===== src/rtl/abs_pkg.sv =====
`default_nettype none
package abs_pkg;

  localparam int COORD_BITS_DEF = 24;
  localparam int INDEX_BITS_DEF = 16;

  localparam int SCORE_BITS   = 24;
  localparam int LEN_OUT_BITS = 17;
  localparam int CHAR_BITS    = 8;
  localparam int COMP_BITS    = 8;
  localparam int CFG_IDX_BITS = 3;
  localparam int PEN_BITS     = 4;

  localparam logic [CHAR_BITS-1:0] GAP_CHAR = 8'd45;

  localparam int BEST_START     = -100;
  localparam int GAP_CLOSE      = -8;
  localparam int MISMATCH_SCORE = -4;
  localparam int VERDICT_BASE   = 20;
  localparam int PENALTY_CAP    = 10;
  localparam int COMPETE_FREE   = 5;
  localparam int MIN_BEST_LEN   = 10;
  localparam int DIST_CHECK     = 20;
  localparam int DIST_STEP      = 10;

  localparam logic [CFG_IDX_BITS-1:0] REG_LEFT_ANCHOR_END    = 3'd0;
  localparam logic [CFG_IDX_BITS-1:0] REG_RIGHT_ANCHOR_START = 3'd1;
  localparam logic [CFG_IDX_BITS-1:0] REG_LEFT_ANCHOR_COORD  = 3'd2;
  localparam logic [CFG_IDX_BITS-1:0] REG_RIGHT_ANCHOR_COORD = 3'd3;
  localparam logic [CFG_IDX_BITS-1:0] REG_LEFT_READ_LENGTH   = 3'd4;
  localparam logic [CFG_IDX_BITS-1:0] REG_RIGHT_READ_LENGTH  = 3'd5;
  localparam logic [CFG_IDX_BITS-1:0] REG_COMPETING          = 3'd6;

endpackage
`default_nettype wire


===== src/rtl/abs_col.sv =====
`default_nettype none
module abs_col #(
  parameter int COORD_BITS = abs_pkg::COORD_BITS_DEF,
  parameter int INDEX_BITS = abs_pkg::INDEX_BITS_DEF
) (
  input  wire                                    clk,
  input  wire                                    rst_n,
  input  wire                                    in_valid,
  output logic                                   in_ready,
  input  wire  [abs_pkg::CHAR_BITS-1:0]          in_top_char,
  input  wire  [abs_pkg::CHAR_BITS-1:0]          in_bottom_char,
  input  wire                                    in_left_repeat,
  input  wire                                    in_right_repeat,
  input  wire  [COORD_BITS-1:0]                  in_left_coord_here,
  input  wire  [COORD_BITS-1:0]                  in_right_coord_here,
  input  wire                                    in_last_column,
  input  wire  [INDEX_BITS-1:0]                  left_anchor_end,
  input  wire  [INDEX_BITS-1:0]                  right_anchor_start,
  input  wire  [COORD_BITS-1:0]                  left_anchor_coord,
  input  wire  [COORD_BITS-1:0]                  right_anchor_coord,
  input  wire  [COORD_BITS:0]                    dist_init,
  output logic                                   fin_valid,
  input  wire                                    fin_ready,
  output logic signed [abs_pkg::SCORE_BITS-1:0]  fin_score,
  output logic [INDEX_BITS:0]                    fin_length,
  output logic [COORD_BITS:0]                    fin_dist
);

  localparam int CNT_W   = INDEX_BITS + 1;
  localparam int DIST_W  = COORD_BITS + 1;
  localparam int SCORE_W = abs_pkg::SCORE_BITS;
  localparam int RS_W    = SCORE_W + 3;
  localparam int DW      = (COORD_BITS > CNT_W ? COORD_BITS : CNT_W) + 3;
  localparam logic signed [RS_W-1:0] S_MAX = RS_W'((2 ** (SCORE_W - 1)) - 1);
  localparam logic signed [RS_W-1:0] S_MIN = -S_MAX - RS_W'(1);

  // column word register
  logic                          col_v_r;
  logic [abs_pkg::CHAR_BITS-1:0] top_r, bot_r;
  logic                          lrep_r, rrep_r, last_r;
  logic [COORD_BITS-1:0]         lch_r, rch_r;

  // alignment state
  logic [CNT_W-1:0]          tc_r, tc_nxt, bc_r, bc_nxt;
  logic                      gap_open_r, gap_open_nxt, gap_row_r, gap_row_nxt;
  logic signed [SCORE_W-1:0] rs_r, rs_nxt, best_r, best_nxt;
  logic [CNT_W-1:0]          rl_r, rl_nxt, bestl_r, bestl_nxt;
  logic [DIST_W-1:0]         md_r, md_nxt;
  logic                      busy_r, busy_nxt;

  logic                      fin_v_r, fin_v_nxt;
  logic signed [SCORE_W-1:0] fin_score_r;
  logic [CNT_W-1:0]          fin_len_r;
  logic [DIST_W-1:0]         fin_dist_r;

  logic col_adv;

  // column datapath
  logic                      gap0, gap1, eq, close_gap, still_open, go_new, gr_new;
  logic signed [3:0]         match;
  logic signed [4:0]         gs;
  logic signed [RS_W-1:0]    base, base_v, rs_sum, rs_sat, rs_fin;
  logic                      rst_run;
  logic [CNT_W-1:0]          rl0, rl1, rl_fin;
  logic                      take_best;
  logic [DIST_W-1:0]         md_cur, md_new;
  logic signed [DW-1:0]      lc, rc, diff;

  assign col_adv  = col_v_r && (!last_r || !fin_v_r || fin_ready);
  assign in_ready = !col_v_r || col_adv;

  always_comb begin
    gap0       = (top_r == abs_pkg::GAP_CHAR);
    gap1       = (bot_r == abs_pkg::GAP_CHAR);
    eq         = (top_r == bot_r);
    close_gap  = gap_open_r && !(gap_row_r ? gap1 : gap0);
    still_open = gap_open_r && !close_gap;
    if (still_open) begin
      go_new = 1'b1;
      gr_new = gap_row_r;
    end else begin
      go_new = gap0 || gap1;
      gr_new = gap1;
    end
    gs = close_gap ? 5'(abs_pkg::GAP_CLOSE) : 5'sd0;

    if (go_new) begin
      match = 4'sd0;
    end else if (eq) begin
      match = ((tc_r != '0) && (bc_r != '0) && (lrep_r || rrep_r)) ? 4'sd0 : 4'sd1;
    end else begin
      match = 4'(abs_pkg::MISMATCH_SCORE);
    end

    base    = RS_W'(rs_r) + RS_W'(gs);
    rst_run = (base < 0) && (bc_r <= CNT_W'(right_anchor_start));
    base_v  = rst_run ? '0 : base;
    rs_sum  = base_v + RS_W'(match);
    if (rs_sum > S_MAX) begin
      rs_sat = S_MAX;
    end else if (rs_sum < S_MIN) begin
      rs_sat = S_MIN;
    end else begin
      rs_sat = rs_sum;
    end
    rl0 = rst_run ? '0 : rl_r;
    rl1 = (rl0 == '1) ? rl0 : rl0 + CNT_W'(1);
    if ((rs_sat < 0) && (bc_r < CNT_W'(right_anchor_start))) begin
      rs_fin = '0;
      rl_fin = '0;
    end else begin
      rs_fin = rs_sat;
      rl_fin = rl1;
    end

    take_best = (tc_r >= CNT_W'(left_anchor_end)) && !go_new &&
                ((SCORE_W'(rs_fin) == best_r) ? (rl_fin > bestl_r)
                                               : ($signed(SCORE_W'(rs_fin)) > best_r));

    md_cur = busy_r ? md_r : dist_init;
    if (tc_r <= CNT_W'(left_anchor_end)) begin
      lc = signed'(DW'(lch_r));
    end else begin
      lc = signed'(DW'(left_anchor_coord)) + signed'(DW'(tc_r)) -
           signed'(DW'(left_anchor_end));
    end
    if (CNT_W'(right_anchor_start) <= bc_r) begin
      rc = signed'(DW'(rch_r));
    end else begin
      rc = signed'(DW'(right_anchor_coord)) - signed'(DW'(right_anchor_start)) +
           signed'(DW'(bc_r));
    end
    diff   = (lc > rc) ? (lc - rc) : (rc - lc);
    md_new = md_cur;
    if ((md_cur >= DIST_W'(abs_pkg::DIST_CHECK)) && eq && (DW'(diff) < DW'(md_cur))) begin
      md_new = diff[DIST_W-1:0];
    end
  end

  always_comb begin
    tc_nxt       = tc_r;
    bc_nxt       = bc_r;
    gap_open_nxt = gap_open_r;
    gap_row_nxt  = gap_row_r;
    rs_nxt       = rs_r;
    rl_nxt       = rl_r;
    best_nxt     = best_r;
    bestl_nxt    = bestl_r;
    md_nxt       = md_r;
    busy_nxt     = busy_r;
    if (col_adv) begin
      if (last_r) begin
        tc_nxt       = '0;
        bc_nxt       = '0;
        gap_open_nxt = 1'b0;
        gap_row_nxt  = 1'b0;
        rs_nxt       = '0;
        rl_nxt       = '0;
        best_nxt     = SCORE_W'(abs_pkg::BEST_START);
        bestl_nxt    = '0;
        busy_nxt     = 1'b0;
      end else begin
        tc_nxt       = (gap0 || tc_r == '1) ? tc_r : tc_r + CNT_W'(1);
        bc_nxt       = (gap1 || bc_r == '1) ? bc_r : bc_r + CNT_W'(1);
        gap_open_nxt = go_new;
        gap_row_nxt  = gr_new;
        rs_nxt       = SCORE_W'(rs_fin);
        rl_nxt       = rl_fin;
        if (take_best) begin
          best_nxt  = SCORE_W'(rs_fin);
          bestl_nxt = rl_fin;
        end
        busy_nxt     = 1'b1;
      end
      md_nxt = md_new;
    end
  end

  assign fin_v_nxt = (fin_v_r && !fin_ready) || (col_adv && last_r);

  always_ff @(posedge clk) begin
    if (!rst_n) begin
      col_v_r    <= 1'b0;
      fin_v_r    <= 1'b0;
      tc_r       <= '0;
      bc_r       <= '0;
      gap_open_r <= 1'b0;
      gap_row_r  <= 1'b0;
      rs_r       <= '0;
      rl_r       <= '0;
      best_r     <= SCORE_W'(abs_pkg::BEST_START);
      bestl_r    <= '0;
      busy_r     <= 1'b0;
    end else begin
      col_v_r    <= in_valid || (col_v_r && !col_adv);
      fin_v_r    <= fin_v_nxt;
      tc_r       <= tc_nxt;
      bc_r       <= bc_nxt;
      gap_open_r <= gap_open_nxt;
      gap_row_r  <= gap_row_nxt;
      rs_r       <= rs_nxt;
      rl_r       <= rl_nxt;
      best_r     <= best_nxt;
      bestl_r    <= bestl_nxt;
      busy_r     <= busy_nxt;
    end
  end

  always_ff @(posedge clk) begin
    md_r <= md_nxt;
    if (in_valid && in_ready) begin
      top_r  <= in_top_char;
      bot_r  <= in_bottom_char;
      lrep_r <= in_left_repeat;
      rrep_r <= in_right_repeat;
      lch_r  <= in_left_coord_here;
      rch_r  <= in_right_coord_here;
      last_r <= in_last_column;
    end
    if (col_adv && last_r) begin
      fin_score_r <= take_best ? SCORE_W'(rs_fin) : best_r;
      fin_len_r   <= take_best ? rl_fin : bestl_r;
      fin_dist_r  <= md_new;
    end
  end

  assign fin_valid  = fin_v_r;
  assign fin_score  = fin_score_r;
  assign fin_length = fin_len_r;
  assign fin_dist   = fin_dist_r;

endmodule
`default_nettype wire


===== src/rtl/abs_verdict.sv =====
`default_nettype none
module abs_verdict #(
  parameter int COORD_BITS = abs_pkg::COORD_BITS_DEF,
  parameter int INDEX_BITS = abs_pkg::INDEX_BITS_DEF
) (
  input  wire                                    clk,
  input  wire                                    rst_n,
  input  wire                                    fin_valid,
  output logic                                   fin_ready,
  input  wire signed [abs_pkg::SCORE_BITS-1:0]   fin_score,
  input  wire  [INDEX_BITS:0]                    fin_length,
  input  wire  [COORD_BITS:0]                    fin_dist,
  input  wire  [abs_pkg::COMP_BITS-1:0]          competing,
  output logic                                   out_valid,
  input  wire                                    out_ready,
  output logic                                   out_is_bridge,
  output logic signed [abs_pkg::SCORE_BITS-1:0]  out_best_score,
  output logic [abs_pkg::LEN_OUT_BITS-1:0]       out_best_length
);

  localparam int CNT_W   = INDEX_BITS + 1;
  localparam int DIST_W  = COORD_BITS + 1;
  localparam int SCORE_W = abs_pkg::SCORE_BITS;
  localparam int PW      = abs_pkg::PEN_BITS;
  localparam int VW      = (SCORE_W > CNT_W ? SCORE_W : CNT_W) + 2;

  logic                             out_v_r;
  logic                             bridge_r;
  logic signed [SCORE_W-1:0]        score_r;
  logic [abs_pkg::LEN_OUT_BITS-1:0] len_r;

  logic [PW-1:0]         cp, mp;
  logic signed [VW-1:0]  total, need;
  logic                  bridge;

  assign fin_ready = !out_v_r || out_ready;

  always_comb begin
    if (competing <= abs_pkg::COMP_BITS'(abs_pkg::COMPETE_FREE)) begin
      cp = '0;
    end else if (competing >=
                 abs_pkg::COMP_BITS'(abs_pkg::COMPETE_FREE + abs_pkg::PENALTY_CAP)) begin
      cp = PW'(abs_pkg::PENALTY_CAP);
    end else begin
      cp = PW'(competing - abs_pkg::COMP_BITS'(abs_pkg::COMPETE_FREE));
    end
    // distance penalty: one step per 10 above 10, capped
    mp = '0;
    for (int k = 1; k <= abs_pkg::PENALTY_CAP; k++) begin
      mp = mp + PW'(fin_dist >= DIST_W'(abs_pkg::DIST_STEP * (k + 1)));
    end
    total  = VW'(fin_score) + signed'(VW'(fin_length));
    need   = VW'(abs_pkg::VERDICT_BASE) + signed'(VW'(cp)) + signed'(VW'(mp));
    bridge = (fin_score > 0) && (fin_length >= CNT_W'(abs_pkg::MIN_BEST_LEN)) &&
             (total >= need);
  end

  always_ff @(posedge clk) begin
    if (!rst_n) begin
      out_v_r <= 1'b0;
    end else begin
      out_v_r <= (fin_valid && fin_ready) || (out_v_r && !out_ready);
    end
  end

  always_ff @(posedge clk) begin
    if (fin_valid && fin_ready) begin
      bridge_r <= bridge;
      score_r  <= fin_score;
      len_r    <= abs_pkg::LEN_OUT_BITS'(fin_length);
    end
  end

  assign out_valid       = out_v_r;
  assign out_is_bridge   = bridge_r;
  assign out_best_score  = score_r;
  assign out_best_length = len_r;

endmodule
`default_nettype wire


===== src/rtl/alignment_bridge_scorer_core.sv =====
// A last column's result passes the column, fin and verdict registers to out_*.
// Throughput: one column word per cycle; result words are held in an output register
// and a verdict register, so input keeps flowing while up to two results wait; a
// third last column then holds the input until a result word is taken.
// Reset: synchronous active-low rst_n clears handshake state, alignment state and
// all configuration registers; no clearing pass is needed.
`default_nettype none
module alignment_bridge_scorer_core #(
  parameter int COORD_BITS = abs_pkg::COORD_BITS_DEF,
  parameter int INDEX_BITS = abs_pkg::INDEX_BITS_DEF
) (
  input  wire                                        clk,
  input  wire                                        rst_n,
  input  wire                                        cfg_we,
  input  wire  [abs_pkg::CFG_IDX_BITS-1:0]           cfg_index,
  input  wire  [(COORD_BITS > INDEX_BITS ? COORD_BITS : INDEX_BITS)-1:0] cfg_wdata,
  input  wire                                        in_valid,
  output logic                                       in_ready,
  input  wire  [abs_pkg::CHAR_BITS-1:0]              in_top_char,
  input  wire  [abs_pkg::CHAR_BITS-1:0]              in_bottom_char,
  input  wire                                        in_left_repeat,
  input  wire                                        in_right_repeat,
  input  wire  [COORD_BITS-1:0]                      in_left_coord_here,
  input  wire  [COORD_BITS-1:0]                      in_right_coord_here,
  input  wire                                        in_last_column,
  output logic                                       out_valid,
  input  wire                                        out_ready,
  output logic                                       out_is_bridge,
  output logic signed [abs_pkg::SCORE_BITS-1:0]      out_best_score,
  output logic [abs_pkg::LEN_OUT_BITS-1:0]           out_best_length
);

  localparam int DIST_W = COORD_BITS + 1;
  localparam int CNT_W  = INDEX_BITS + 1;
  localparam int SW     = (COORD_BITS > CNT_W ? COORD_BITS : CNT_W) + 2;

  logic [INDEX_BITS-1:0]         lae_r, ras_r, lrl_r, rrl_r;
  logic [COORD_BITS-1:0]         lac_r, rac_r;
  logic [abs_pkg::COMP_BITS-1:0] comp_r;
  logic [DIST_W-1:0]             dist_init_r;

  logic [COORD_BITS-1:0]     coord_gap;
  logic [SW-1:0]             dist_sum;
  logic [DIST_W-1:0]         dist_init_nxt;

  logic                      fin_valid, fin_ready;
  logic signed [abs_pkg::SCORE_BITS-1:0] fin_score;
  logic [CNT_W-1:0]          fin_length;
  logic [DIST_W-1:0]         fin_dist;

  always_ff @(posedge clk) begin
    if (!rst_n) begin
      lae_r  <= '0;
      ras_r  <= '0;
      lac_r  <= '0;
      rac_r  <= '0;
      lrl_r  <= '0;
      rrl_r  <= '0;
      comp_r <= '0;
    end else if (cfg_we) begin
      unique case (cfg_index)
        abs_pkg::REG_LEFT_ANCHOR_END:    lae_r  <= cfg_wdata[INDEX_BITS-1:0];
        abs_pkg::REG_RIGHT_ANCHOR_START: ras_r  <= cfg_wdata[INDEX_BITS-1:0];
        abs_pkg::REG_LEFT_ANCHOR_COORD:  lac_r  <= cfg_wdata[COORD_BITS-1:0];
        abs_pkg::REG_RIGHT_ANCHOR_COORD: rac_r  <= cfg_wdata[COORD_BITS-1:0];
        abs_pkg::REG_LEFT_READ_LENGTH:   lrl_r  <= cfg_wdata[INDEX_BITS-1:0];
        abs_pkg::REG_RIGHT_READ_LENGTH:  rrl_r  <= cfg_wdata[INDEX_BITS-1:0];
        abs_pkg::REG_COMPETING:          comp_r <= cfg_wdata[abs_pkg::COMP_BITS-1:0];
        default: ;
      endcase
    end
  end

  // starting distance: anchor gap plus both read lengths, saturated
  always_comb begin
    coord_gap = (lac_r > rac_r) ? (lac_r - rac_r) : (rac_r - lac_r);
    dist_sum  = SW'(coord_gap) + SW'(lrl_r) + SW'(rrl_r);
    dist_init_nxt = (dist_sum > SW'({DIST_W{1'b1}})) ? '1 : DIST_W'(dist_sum);
  end

  always_ff @(posedge clk) begin
    dist_init_r <= dist_init_nxt;
  end

  abs_col #(
    .COORD_BITS (COORD_BITS),
    .INDEX_BITS (INDEX_BITS)
  ) u_col (
    .clk                 (clk),
    .rst_n               (rst_n),
    .in_valid            (in_valid),
    .in_ready            (in_ready),
    .in_top_char         (in_top_char),
    .in_bottom_char      (in_bottom_char),
    .in_left_repeat      (in_left_repeat),
    .in_right_repeat     (in_right_repeat),
    .in_left_coord_here  (in_left_coord_here),
    .in_right_coord_here (in_right_coord_here),
    .in_last_column      (in_last_column),
    .left_anchor_end     (lae_r),
    .right_anchor_start  (ras_r),
    .left_anchor_coord   (lac_r),
    .right_anchor_coord  (rac_r),
    .dist_init           (dist_init_r),
    .fin_valid           (fin_valid),
    .fin_ready           (fin_ready),
    .fin_score           (fin_score),
    .fin_length          (fin_length),
    .fin_dist            (fin_dist)
  );

  abs_verdict #(
    .COORD_BITS (COORD_BITS),
    .INDEX_BITS (INDEX_BITS)
  ) u_verdict (
    .clk             (clk),
    .rst_n           (rst_n),
    .fin_valid       (fin_valid),
    .fin_ready       (fin_ready),
    .fin_score       (fin_score),
    .fin_length      (fin_length),
    .fin_dist        (fin_dist),
    .competing       (comp_r),
    .out_valid       (out_valid),
    .out_ready       (out_ready),
    .out_is_bridge   (out_is_bridge),
    .out_best_score  (out_best_score),
    .out_best_length (out_best_length)
  );

endmodule
`default_nettype wire


===== config.mk =====
export PLATFORM = sky130hd
export DESIGN_NAME = alignment_bridge_scorer_core
export DESIGN_NICKNAME = d
export VERILOG_FILES = /design/src/rtl/abs_pkg.sv /design/src/rtl/abs_col.sv /design/src/rtl/abs_verdict.sv /design/src/rtl/alignment_bridge_scorer_core.sv
export SDC_FILE = /design/constraint.sdc
export NUM_CORES = 2
export LEC_CHECK = 0
export BUFFER_PORTS_ARGS = -buffer_cell sky130_fd_sc_hd__buf_2
export CORE_UTILIZATION = 50
export CTS_CLUSTER_SIZE = 12
export DETAILED_ROUTE_END_ITERATION = 8
export PLACE_DENSITY = 0.67
export SLEW_MARGIN = 20
export SYNTH_ARGS = -nofsm -noshare
export SYNTH_HDL_FRONTEND = slang
export SYNTH_HIERARCHICAL = 1
export SYNTH_SLANG_ARGS = --single-unit

===== constraint.sdc =====
create_clock -name clk -period 12.15 [get_ports clk]
set_input_delay 0.6075 -clock clk [delete_from_list [all_inputs] [get_ports clk]]
set_output_delay 0.6075 -clock clk [all_outputs]
set_load 0.05 [all_outputs]

# After elaboration in Yosys (flattened, before gate mapping)
# Cells that the tools add are included.
[op_classes]
addsub = 28
magnitude_cmp = 31
eq_ne = 16
mux = 36
reduce_logical = 53
[ops]
columns = ["cell", "count"]
rows = [
  ["$mux W17", 10],
  ["$mux W27", 6],
  ["$ge A25 B7 Y1 const B", 5],
  ["$mux W24", 5],
  ["$ge A25 B5 Y1 const B", 3],
  ["$ge A25 B6 Y1 const B", 3],
  ["$sub A27 B27 Y27", 2],
  ["$add A17 B1 Y17 const B", 3],
  ["$eq A17 B17 Y1 const B", 3],
  ["$mux W25", 2],
  ["$gt A24 B24 Y1", 2],
  ["$sub A24 B24 Y24", 2],
  ["$le A17 B16 Y1", 2],
  ["$reduce_bool A17 Y1", 2],
  ["$add A4 B1 Y4", 8],
  ["$add A27 B18 Y27", 1],
  ["$add A27 B4 Y27", 1],
  ["$gt A27 B24 Y1 const B", 1],
  ["$gt A27 B27 Y1", 1],
  ["$lt A27 B1 Y1 const B", 1],
  ["$lt A27 B24 Y1 const B", 1],
  ["$lt A27 B25 Y1", 1],
  ["$sub A27 B17 Y27", 1],
  ["$add A25 B16 Y26", 1],
  ["other kinds (35)", 97],
]
[word_totals]
ff_bits = 467
in_bits = 99
output_inout_bits = 44
word_cells = 198

# Longest topological paths before layout
[depth]
word_depth = 21
ltp_mapped = 49
depth_no_buf = 46

# Cells and area by module
# The synthesis kept the hierarchy.
[modules_own_cells]
columns = ["module", "n_inst", "cells_each", "area_each_um2", "seq_area_each_um2"]
rows = [
  ["abs_col", 1, 2570, 23166.0, 7166.9],
  ["alignment_bridge_scorer_core", 1, 1054, 8589.5, 2902.8],
  ["abs_verdict", 1, 306, 3234.4, 1281.2],
]

# Worst setup path before layout
# OpenSTA, ideal clock, no wires.
[synth_timing]
kind = "register -> register"
from = "register u_col/top_r[4] (netlist bit)"
to = "register u_col.fin_score_r[10], in the netlist u_col/fin_score[10], data pin"
setup_ns = 0.260
arrival_time_ns = 9.475
t_required_ns = 11.890
path_slack_ns = 2.415
path_stages_with_launch = 48
path_buffers = 5
synth_period_minus_slack_ns = 9.735
cell_sequence = "edfxtp_1 nand2b_1 nor4_1 o21ai_0 and2_1 ha_1 fa_1 a21o_1 a21o_1 a21o_1 a21o_1 a21oi_1 o211ai_1 a31oi_1 o21bai_1 xnor2_1 nor2_1 ha_1 [12 not listed] clkbuf_1 nor3_1 ha_1 a21o_1 a21o_1 a21oi_1 nor2_1 a2111oi_0 o211a_1 o41ai_1 a2bb2o_1 and3_1 o31a_1 buf_6 or2_1 buf_6 buf_6 mux2_4"
[synth_between]
elab_chain_len = 20
word_cells_on_any_way = 37
cone_classes = "add/sub (3); order compare (6); eq/ne (4); mux (14); reduce/logical (10)"
[synth_lines]
columns = ["element", "line", "rtl"]
rows = [
  ["start, declared", "abs_col.sv:39", "logic [abs_pkg::CHAR_BITS-1:0] top_r, bot_r;"],
  ["start signal, assigned", "abs_col.sv:212", "top_r <= in_top_char;"],
  ["$eq A8 B6 Y1", "abs_col.sv:73", "gap0 = (top_r == abs_pkg::GAP_CHAR);"],
  ["$mux W1", "abs_col.sv:76", "close_gap = gap_open_r && !(gap_row_r ? gap1 : gap0);"],
  ["$logic_not A1 Y1", "abs_col.sv:76", ""],
  ["$logic_and A1 B1 Y1", "abs_col.sv:76", ""],
  ["$mux W5", "abs_col.sv:85", "gs = close_gap ? 5'(abs_pkg::GAP_CLOSE) : 5'sd0;"],
  ["$add A24 B5 Y25", "abs_col.sv:95", "base = RS_W'(rs_r) + RS_W'(gs);"],
  ["$lt A25 B1 Y1", "abs_col.sv:96", "rst_run = (base < 0) && (bc_r <= CNT_W'(right_anchor_start));"],
  ["$logic_and A1 B1 Y1", "abs_col.sv:96", ""],
  ["[4 not listed]", "n/a", ""],
  ["$mux W27", "abs_col.sv:99", "if (rs_sum > S_MAX) begin"],
  ["$lt A27 B1 Y1", "abs_col.sv:108", "if ((rs_sat < 0) && (bc_r < CNT_W'(right_anchor_start))) begin"],
  ["$logic_and A1 B1 Y1", "abs_col.sv:108", ""],
  ["$mux W24 or $mux W17 (tied branches)", "abs_col.sv:108", ""],
  ["$gt A24 B24 Y1, or another cell as far along", "abs_col.sv:118", ": ($signed(SCORE_W'(rs_fin)) > best_r));"],
  ["$mux W1", "abs_col.sv:117", "((SCORE_W'(rs_fin) == best_r) ? (rl_fin > bestl_r)"],
  ["$logic_and A1 B1 Y1", "abs_col.sv:116", "take_best = (tc_r >= CNT_W'(left_anchor_end)) && !go_new &&"],
  ["$mux W24 *", "abs_col.sv:221", "fin_score_r <= take_best ? SCORE_W'(rs_fin) : best_r;"],
  ["end signal, assigned", "abs_col.sv:221", ""],
  ["end, declared", "abs_col.sv:52", "logic signed [SCORE_W-1:0] fin_score_r;"],
]
# Mark *: on every way between the ends. The rest lies on a longest branch, timed or not.
# A chain may end at the register's enable or synchronous reset.

# Final worst setup path
[layout_timing]
from = "register u_col/bot_r[4] (netlist bit)"
to = "register u_col.fin_score_r[19], in the netlist u_col/fin_score[19], data pin"
[layout_between]
elab_chain_len = 20
word_cells_on_any_way = 37
cone_classes = "add/sub (3); order compare (6); eq/ne (4); mux (14); reduce/logical (10)"
[layout_lines]
columns = ["element", "line", "rtl"]
rows = [
  ["start, declared", "abs_col.sv:39", ""],
  ["start signal, assigned", "abs_col.sv:213", "bot_r <= in_bottom_char;"],
  ["$eq A8 B6 Y1", "abs_col.sv:74", "gap1 = (bot_r == abs_pkg::GAP_CHAR);"],
  ["$mux W1", "abs_col.sv:76", ""],
  ["$logic_not A1 Y1", "abs_col.sv:76", ""],
  ["$logic_and A1 B1 Y1", "abs_col.sv:76", ""],
  ["$mux W5", "abs_col.sv:85", ""],
  ["$add A24 B5 Y25", "abs_col.sv:95", ""],
  ["$lt A25 B1 Y1", "abs_col.sv:96", ""],
  ["$logic_and A1 B1 Y1", "abs_col.sv:96", ""],
  ["[4 not listed]", "n/a", ""],
  ["$mux W27", "abs_col.sv:99", ""],
  ["$lt A27 B1 Y1", "abs_col.sv:108", ""],
  ["$logic_and A1 B1 Y1", "abs_col.sv:108", ""],
  ["$mux W24 or $mux W17 (tied branches)", "abs_col.sv:108", ""],
  ["$gt A24 B24 Y1, or another cell as far along", "abs_col.sv:118", ""],
  ["$mux W1", "abs_col.sv:117", ""],
  ["$logic_and A1 B1 Y1", "abs_col.sv:116", ""],
  ["$mux W24 *", "abs_col.sv:221", ""],
]
# Marked as above.

==> summary.md <==
| Metric | Value |
|---|---|
| H-tree depth | 2 |
| Num CTS Buffers | 53 |
| Input/output buffers | between 100 and 150 |
| Vias in the first global route | 26900 |
| Worst-skew pair later-pin latency | 0.65 ns |
| Global route total overflow | 0 |
| Post-route ant nets | 0 |
| Hpwl dp | 81.4 mm |
| PwrDens | 285 nW/um^2 |
| GPL Wtd Cong | 1.01 |
| Clock slew at reported path FFs | 0.06 ns |
| Drt pass-1 iters | 5 |
| Largest net degree at the start of global routing | 102 |
| CTS resizes | 0 |
| I/O pin count | between 100 and 150 |
| Peak VDD IR | 0.383 mV |
| Leakage | 16.2 nW |
| Detailed-route wire length per cell | 20.8 um |
| Crit start category | flip-flop |
| CTS Hold Buffers Added | 0 |
| Bufs on Longest Clock Path | 3 |
| Mapped cell area | 35000 sq um |
| Clock Root Buffer | clkbuf_16 |
| Post-route DRC | 0 |
| Top delay family on crit path | compound AO/OA/AOI/OAI gates |
| Logic pwr share | about two thirds |
| Largest stage delay on the critical path | ~0.65 ns |
| CP endpoint kind | flip-flop |
| Run status | finished, final reports clean |
| Syn_area_per_cell | 8.90 sq um |
| P&R area growth vs syn | 9.53% |
| Final #Nets | 4529 |
| Row count | 96 |
| Die Area | 71000 sq um |
| Tcrit/Tclk final | 89.5% |
| Post-Synthesis Cells | 3929 |
| Max Transition Viols Final | 0 |
| Total power | roughly 11 mW |
| Total GRT Usage | 28.7% |
| Global-route wire length before repair | 158 mm |
| RSZ-0062 raised after global routing | false |
| Non-filler instance count after layout | 5001 |
| Clock Skews | 0.0433 ns |
| FMAX | roughly 92 MHz |
| Hold Startpoint | in_left_coord_here[23] |
| Clock share of power | between 10 and 15% |
| TritonCTS clock tree | built |
| Switch Pwr | 5.18 mW |
| Seq pwr share | 19.7% |
| Total wire length | 104 mm |
| Hold Vio Cnt, Final | 0 |
| Num Clock Sinks | between 400 and 500 |
| Die height | approximately 270 um |
| Worst Path Arrival | around 11 ns |
| Initial antenna violation count | 4 |
| Fin crit period | 10.88 ns |
| Syn_nets | around 4400 |
| Total negative setup slack | 0 ns |
| Post-CTS Setup Inserts | 0 |
| Worst hold path class | input pin to flip-flop |
| Critical path launch point | u_col/bot_r[4]$_DFFE_PP_ |
| Vias per inst | 5.83 |
| Die Width | 266 um |
| # setup viols final | 0 |
| Sw frac | 47.5% |
| Crit Path Max Fanout | 28 |
| Core region area | 68900 sq um |
| Slowest cell on crit path | nor2_2 |
| P_int | 5.74 mW |
| Initial core utilization | 50.7% |
| Buf/Inv on CP | 3 |
| Fin Hold WS | 0.144 ns |
| Synth Warn # | 6 |
| DRT iter0 DRCs | around 2800 |
| Fraction of layout cells with a size suffix above 1 | 9.78% |
| Routed vias | slightly below 30000 |
| Worst R2R Start | u_col/bot_r[4]$_DFFE_PP_ |
| Relative slew margins | 23.9% |
| Crit path kind | flip-flop to flip-flop |
| Biggest regs | dist_init_r (25), u_col/md_r (25) |
| Placed Cells | 4901 |
| # Max-Cap Violations | 0 |
| Slew @ Worst Pin | between 1 and 1.5 ns |
| Critical path required time | 12.54 ns |
[path summary, 6_finish.rpt]
check | endpoint | slack [ns] | cells after the start
worst max-delay path | u_col/fin_score[19]$_DFFE_PP_ | 1.27 | 43
worst max register to register | u_col/fin_score[19]$_DFFE_PP_ | 1.27 | 43
worst min-delay path | u_col/lch_r[23]$_DFFE_PP_ | 0.14 | 1
worst min register to register | comp_r[5]$_SDFFE_PN0P_ | 0.46 | 2
[cell usage in the layout (no fill, tap or decap), types with 63 or more instances in the layout]
cell	instances
o21ai_0	133
buf_2	141
nand3_1	63
ha_1	357
a21o_1	109
dfxtp_1	267
edfxtp_1	199
mux2i_1	87
xnor2_1	154
a21boi_0	143
xor2_1	76
nor3_1	78
a21oi_1	236
nand2_1	468
inv_1	367
nor2_1	204
[layout make-up]
class | instances | area (sq um)
antenna | 1 | 2.50
timing repair buffer | 176 | 981
sequential | 466 | 11300
inverter | 369 | 1390
fill | 6352 | 30700
clock inverter | 22 | 245
clock buffer | 77 | 1530
multi-input combinational | 2959 | 21700
tap | 931 | 1160
[power groups by stage]
stage,clock (mW),sequential [mW],combinational [mW]
after global placement,0,2.17,6.96
after floorplan,0,2.10,5.15
after detailed placement,0,2.17,6.97
after global routing,1.71,2.16,7.74
after CTS,1.65,2.14,7.02
final,1.62,2.15,7.15
[stage by stage]
| stage | cell area [sq um] | utilization, % | worst slack (ns) |
|---|---|---|---|
| 6_report | 38300 | 55.5 | 1.27 |
| 5_1_grt | 38300 | 55.5 | 0.402 |
| 4_1_cts | 38300 | 55.5 | 1.34 |
| 3_5_place_dp | 36500 | 53.0 | 1.40 |
| 3_3_place_gp | 36500 | 53.0 | 1.54 |
| 2_1_floorplan | 35000 | - | 2.41 |
[metal layers]
metal	up-vias	routed length [um]	GRT usage, %
met5	-	0	0
met4	0	2400	7.27
met3	142	6840	3.02
met2	919	44700	43.9
met1	13900	50000	42.7
li1	14200	-	-
Power figures use the tool's default switching activity.
